--- config.mk ---
export PLATFORM = sky130hd
export DESIGN_NAME = bpa_ctrl
export DESIGN_NICKNAME = d
export VERILOG_FILES = /design/src/rtl/bpa_pkg.sv /design/src/rtl/bpa_ctrl.sv
export SDC_FILE = /design/constraint.sdc
export NUM_CORES = 1
export LEC_CHECK = 0
export BUFFER_PORTS_ARGS = -buffer_cell sky130_fd_sc_hd__buf_2
export CAP_MARGIN = 20
export CORE_AREA = 2 2 39 41
export CTS_CLUSTER_DIAMETER = 150
export DETAILED_ROUTE_END_ITERATION = 7
export DIE_AREA = 0 0 41 43
export GPL_ROUTABILITY_DRIVEN = 0
export HOLD_SLACK_MARGIN = 0.1
export SLEW_MARGIN = 40
export SYNTH_ARGS = -nofsm -noshare
export SYNTH_HDL_FRONTEND = slang
export SYNTH_SLANG_ARGS = --single-unit
--- constraint.sdc ---
create_clock -name clk -period 3.44 [get_ports clk]
set_input_delay 0.172 -clock clk [delete_from_list [all_inputs] [get_ports clk]]
set_output_delay 0.172 -clock clk [all_outputs]
set_load 0.03 [all_outputs]
--- src/rtl/bpa_pkg.sv ---
// Shared types, codes and widths of the bitmap page allocator.
package bpa_pkg;

	localparam int OP_W        = 2;
	localparam int ADDR_W      = 52;
	localparam int FRAME_W     = 40;
	localparam int PAGE_SHIFT  = 12;
	localparam int PAGE_CNT_W  = 13;
	localparam int STATUS_W    = 2;
	localparam int WORD_W      = 64;
	localparam int REG_SLOTS   = 3;
	localparam int REGION_W    = 2;
	localparam int RIU_W       = 2;
	localparam int CFG_INDEX_W = 3;
	localparam int CFG_DATA_W  = 40;

	localparam int DEF_REGIONS          = 3;
	localparam int DEF_PAGES_PER_REGION = 4096;

	// configuration register indexes
	localparam logic [CFG_INDEX_W-1:0] CFG_REGIONS_IN_USE = 3'd0;
	localparam logic [CFG_INDEX_W-1:0] CFG_REGION0_BASE   = 3'd1;
	localparam logic [CFG_INDEX_W-1:0] CFG_REGION0_PAGES  = 3'd2;
	localparam logic [CFG_INDEX_W-1:0] CFG_REGION1_BASE   = 3'd3;
	localparam logic [CFG_INDEX_W-1:0] CFG_REGION1_PAGES  = 3'd4;
	localparam logic [CFG_INDEX_W-1:0] CFG_REGION2_BASE   = 3'd5;
	localparam logic [CFG_INDEX_W-1:0] CFG_REGION2_PAGES  = 3'd6;

	typedef enum logic [OP_W-1:0] {
		OP_INIT  = 2'd0,
		OP_ALLOC = 2'd1,
		OP_FREE  = 2'd2,
		OP_NOP   = 2'd3
	} op_t;

	typedef enum logic [STATUS_W-1:0] {
		ST_OK         = 2'd0,
		ST_NO_FREE    = 2'd1,
		ST_MISALIGNED = 2'd2,
		ST_OUTSIDE    = 2'd3
	} status_t;

	typedef enum logic [2:0] {
		S_IDLE,
		S_INIT_CLR,
		S_INIT_WR,
		S_ALLOC_RD,
		S_ALLOC_CHK,
		S_FREE_RD,
		S_FREE_WR
	} state_t;

	typedef struct packed {
		logic    load;
		logic    clear_valid;
		logic    init_write;
		logic    alloc_read;
		logic    alloc_commit;
		logic    free_read;
		logic    free_write;
		logic    next_word;
		logic    next_region;
		logic    finish;
		logic    take_alloc;
		status_t status;
	} ctrl_cmd_t;

	typedef struct packed {
		logic region_active;
		logic region_empty;
		logic region_last;
		logic found;
		logic last_word;
		logic misaligned;
		logic any_match;
		logic match_cur;
	} dp_stat_t;

endpackage

--- src/rtl/bpa_ctrl.sv ---
// Controller state machine of the bitmap page allocator.
module bpa_ctrl
	import bpa_pkg::*;
(
	input  logic            clk,
	input  logic            arst_n,
	input  logic            start,
	input  logic [OP_W-1:0] operation,
	input  dp_stat_t        dp_stat,
	output logic            busy,
	output ctrl_cmd_t       cmd
);

	state_t state_q;
	state_t state_d;

	always_ff @(posedge clk or negedge arst_n) begin
		if (!arst_n) begin
			state_q <= S_IDLE;
		end else begin
			state_q <= state_d;
		end
	end

	always_comb begin
		state_d    = state_q;
		cmd        = '0;
		cmd.status = ST_OK;
		busy       = (state_q != S_IDLE);
		unique case (state_q)
			S_IDLE: begin
				if (start) begin
					cmd.load = 1'b1;
					unique case (op_t'(operation))
						OP_INIT:  state_d = S_INIT_CLR;
						OP_ALLOC: state_d = S_ALLOC_RD;
						OP_FREE:  state_d = S_FREE_RD;
						OP_NOP:   cmd.finish = 1'b1;
					endcase
				end
			end
			S_INIT_CLR: begin
				cmd.clear_valid = 1'b1;
				state_d         = S_INIT_WR;
			end
			S_INIT_WR: begin
				cmd.init_write = dp_stat.region_active && !dp_stat.region_empty;
				if (dp_stat.region_last) begin
					cmd.finish = 1'b1;
					state_d    = S_IDLE;
				end else begin
					cmd.next_region = 1'b1;
				end
			end
			S_ALLOC_RD: begin
				priority if (!dp_stat.region_active) begin
					cmd.finish = 1'b1;
					cmd.status = ST_NO_FREE;
					state_d    = S_IDLE;
				end else if (dp_stat.region_empty) begin
					cmd.next_region = 1'b1;
				end else begin
					cmd.alloc_read = 1'b1;
					state_d        = S_ALLOC_CHK;
				end
			end
			S_ALLOC_CHK: begin
				priority if (dp_stat.found) begin
					cmd.alloc_commit = 1'b1;
					cmd.finish       = 1'b1;
					cmd.take_alloc   = 1'b1;
					state_d          = S_IDLE;
				end else if (dp_stat.last_word) begin
					cmd.next_region = 1'b1;
					state_d         = S_ALLOC_RD;
				end else begin
					cmd.next_word = 1'b1;
					state_d       = S_ALLOC_RD;
				end
			end
			S_FREE_RD: begin
				priority if (dp_stat.misaligned) begin
					cmd.finish = 1'b1;
					cmd.status = ST_MISALIGNED;
					state_d    = S_IDLE;
				end else if (!dp_stat.any_match) begin
					cmd.finish = 1'b1;
					cmd.status = ST_OUTSIDE;
					state_d    = S_IDLE;
				end else if (dp_stat.match_cur) begin
					cmd.free_read = 1'b1;
					state_d       = S_FREE_WR;
				end else if (dp_stat.region_last) begin
					cmd.finish = 1'b1;
					state_d    = S_IDLE;
				end else begin
					cmd.next_region = 1'b1;
				end
			end
			S_FREE_WR: begin
				cmd.free_write = 1'b1;
				if (dp_stat.region_last) begin
					cmd.finish = 1'b1;
					state_d    = S_IDLE;
				end else begin
					cmd.next_region = 1'b1;
					state_d         = S_FREE_RD;
				end
			end
			default: state_d = S_IDLE;
		endcase
	end

endmodule

---- Word level (Yosys, flattened, before mapping) ----
Cells that the tools add are included.
W data, S select, Z words.
word-level totals
  register bits after elaboration ......... 3
  input port bits ......................... 13
  output and inout bits ................... 14
  logic and storage cells ................. 69
cells by class
  eq/ne operators ......................... 12
  muxes and demuxes ....................... 49
  reduce and logical (&&, ||, !) cells .... 7
operator list
  cell                  count
  $mux W1               30
  $mux W3               8
  $pmux W3 S7           1
  $mux W2               6
  $eq A3 B3 Y1 const B  3
  $pmux W3 S3           1
  $eq A3 B2 Y1 const B  2
  $pmux W1 S5           1
  $eq A2 B2 Y1 const B  2
  $ne A4 B1 Y1 const B  1
  $pmux W1 S4           1
  $pmux W2 S2           1
  $eq A3 B1 Y1 const B  1
  $logic_not A3 Y1      1
  $ne A3 B3 Y1 const B  1
  $reduce_and A3 Y1     1
  $reduce_bool A3 Y1    1
  $eq A2 B1 Y1 const B  1
  $logic_not A2 Y1      1
  $ne A2 B2 Y1 const B  1
  $reduce_or A2 Y1      1
  $logic_and A1 B1 Y1   1
  $logic_not A1 Y1      1

---- Depth between registers and ports, before layout ----
  depth in word-level cells ............... 5
  mapped depth ............................ 5
  gate-level depth less buffers ........... 4

---- Least setup slack after synthesis ----
OpenSTA, ideal clock, no wires.
  kind .................................... register to output
  start ................................... register state_q[2]
  end ..................................... output cmd[3] (netlist bit)
  arrival time ............................ 1.959 ns
  data required time ...................... 3.268 ns
  setup slack ............................. 1.309 ns
  cell stages (with the launch flop) ...... 4
  path buffers ............................ 1
  cell sequence ........................... dfrtp_1 clkbuf_1 a21oi_1 o311ai_0
RTL lines
  item                      line            text
  start: declaration        bpa_ctrl.sv:14  state_t state_q;
  start signal: assignment  bpa_ctrl.sv:21  state_q <= state_d;
  end: declaration          bpa_ctrl.sv:11  output ctrl_cmd_t cmd

==> results.ini <==
[min_path]
hold_path_class=input port to async pin

[sta]
finClkSkew_ns=0.00247
hold_violations=0
worst_pin_slew_ns=0.452
finalCritPeriodShare_pct=60.0
finalSetupTns_ns=0
setup_viol=0
hold_slack_ns=0.248
max_freq_ghz=0.484
slew_viol_final=0
period_needed_ns=2.07
rsz0062_at_grt=no
relSlewSlack_pct=69.9

[setup_path]
r2r_slack_ns=1.68
critPathLaunchType=register
cp.arrival_ns=1.89
endpoint_kind=output port
ff2ff_path_depth=4
reg2reg_from=state_q[2]
crit_path_start=state_q[2]
regToRegEndpoint=state_q[2]
cp_max_fo=15
required_ns=3.27
worstSetupEndpoint=cmd[4]
path_class=register to output port

[yosys]
synth.most_common_cell=nor2_1
ys.warnings.count=0
netlist.area_leader.share_pct=17.6
synth_cell_type_count=25
synthTopCellsByArea=dfrtp_1 18%, nor3b_1 11%, nor2_1 6.2%
synth_seq_cells=3
synth_flop_cell=dfrtp_1
yosysSeqAreaShare_pct=17.6
syn_area_um2=425
synth_edf_count=0
synthArstFlopShare_pct=100
postSynthAreaPerCell_um2=6.65
synthesis.nets=77
synth_common_cells=7 x nor2_1, 6 x nor3b_1, 5 x inv_1, 5 x nand2_1
yosysTopAreaCell=dfrtp_1
syn-instance-count=64

[cells_and_area]
final_util_pct=42.9
fillers=165
largest_register_ffs=3
multi_input_area_um2=313
reg_top3=state_q: 3 flops
drive_gt1_share_pct=33.0
top_register=state_q
regArea_um2=75.1
diodes=0
syn2layout_area_growth_pct=39.4
layout.nets=105

[floorplan]
initial_core_util_pct=30.7
dieArea_um2=1760
io-pin-count=27
core_um2=1380
die_w_um=41
fp-row-count=14
die_h_um=43

[detailed_routing]
wl_um=1220
wl_met3_um=66
vias=555
antenna_left=0
top_layer=met4
drc=0
wl_met1_um=524
wire_per_inst_um=11.4
wl_met2_um=589
avgViaCountPerCell=5.19
drt_iter0_markers=4
first_pass_iters=4

[power]
ir_drop_mv=0.293
power_density_nw_per_um2=770
pwr-share-seq_pct=23.7
clock_power_share_pct=14.3
netSwitchingFraction_pct=54.4
p_comb_share_pct=62.1
p_int_uw=209
p_sw_uw=248
leakage_uw=0.000297

[clock_network]
cts_resized=0
path_clk_slew_ns=0.04
cts_setup_buffers=0
cts-root-buf=clkbuf_4
cts_buffer_depth=2
cts_inserted_buffers=3
clock_latency_ns=0.24
cts_tree=yes
cts.sinks=3
cts_max_level=1

[global_route]
grt_max_degree=16
grt_overflow_total=0
antenna_found_initial=0
grt_pass1_vias=446
grt_pass1_wl_um=1940
grt_usage_pct=17.0

[run]
maxCapViolations=0

[placement]
hpwl_um=931
portBuffers=26

[status]
status=finished clean

[through the flow]
stage	area, µm²	cells	total power, µW	setup WS, ns
final	593	107	457	1.37
after global routing	593	107	494	1.17
after CTS	593	107	464	1.37
after detailed placement	557	102	392	1.68
after global placement	557	102	391	1.70
after floorplan	425	64	319	1.31
[power by group through the flow]
stage / registers [µW] / clock network, µW / logic, µW
6_report: 108 / 65.3 / 284
5_1_grt: 113 / 71.0 / 310
4_1_cts: 107 / 69.0 / 288
3_5_place_dp: 106 / 0 / 286
3_3_place_gp: 106 / 0 / 285
2_1_floorplan: 66.0 / 0 / 253
[area by class of cell]
| cell class | count | area share (%) |
|---|---|---|
| flip-flops and latches | 3 | 12.7 |
| well taps | 16 | 3.38 |
| clock buffers | 4 | 4.43 |
| multi-input cells | 52 | 52.7 |
| inverters | 5 | 3.16 |
| repair buffers | 27 | 23.6 |
[cells in the final DEF, fill, tap and decap left out, drive strengths merged, types with 2 or more instances in the layout]
cell type | netlist | routed
a31oi | 2 | 2
nor2 | 7 | 7
a21oi | 4 | 4
nand2b | 2 | 2
o21ai | 4 | 4
nand2 | 5 | 5
nor3 | 4 | 4
nor3b | 6 | 6
dfrtp | 3 | 3
inv | 5 | 5
or3 | 3 | 3
nor2b | 4 | 4
clkbuf | 3 | 4
a2bb2oi | 2 | 2
buf | 1 | 26
[critical path: stages (launching register included)]
cell	delay [ns]
dfrtp_1	0.60
nand3b_1	0.20
nor3b_1	0.43
nand2_1	0.10
o211ai_1	0.10
buf_2	0.22
[how the worst min path moves through the flow]
stage                      start         end  slack (ns)  depth (start not counted)
after floorplan           arst_n  state_q[0]       -0.12                          0
after global placement    arst_n  state_q[1]       -0.03                          1
after detailed placement  arst_n  state_q[1]       -0.03                          1
after CTS                 arst_n  state_q[2]        0.24                          2
after global routing      arst_n  state_q[2]        0.28                          2
final                     arst_n  state_q[2]        0.25                          2
[what timing repair did]
item                                    CTS  global route
hold buffers                              1             0
endpoints found under the setup margin    0             0
hold endpoints to repair                  3             0
[kinds of logic (layout without fill, tap and decap cells)]
kind of cell	after synthesis	after routing	synth area share, %
AND/OR/NAND/NOR	34	34	44.7
AO/OA/AOI/OAI	17	17	26.5
buffers and inverters	9	36	8.82
flip-flops	3	3	17.6
multiplexers	1	1	2.35
[metal layers]
layer / GRT usage [%] / vias up
li1: - / 282
met1: 22.8 / 249
met2: 22.2 / 19
met3: 3.14 / 5
met4: 14.0 / 0
met5: 0 / -
(Power assumes the default switching activity.)
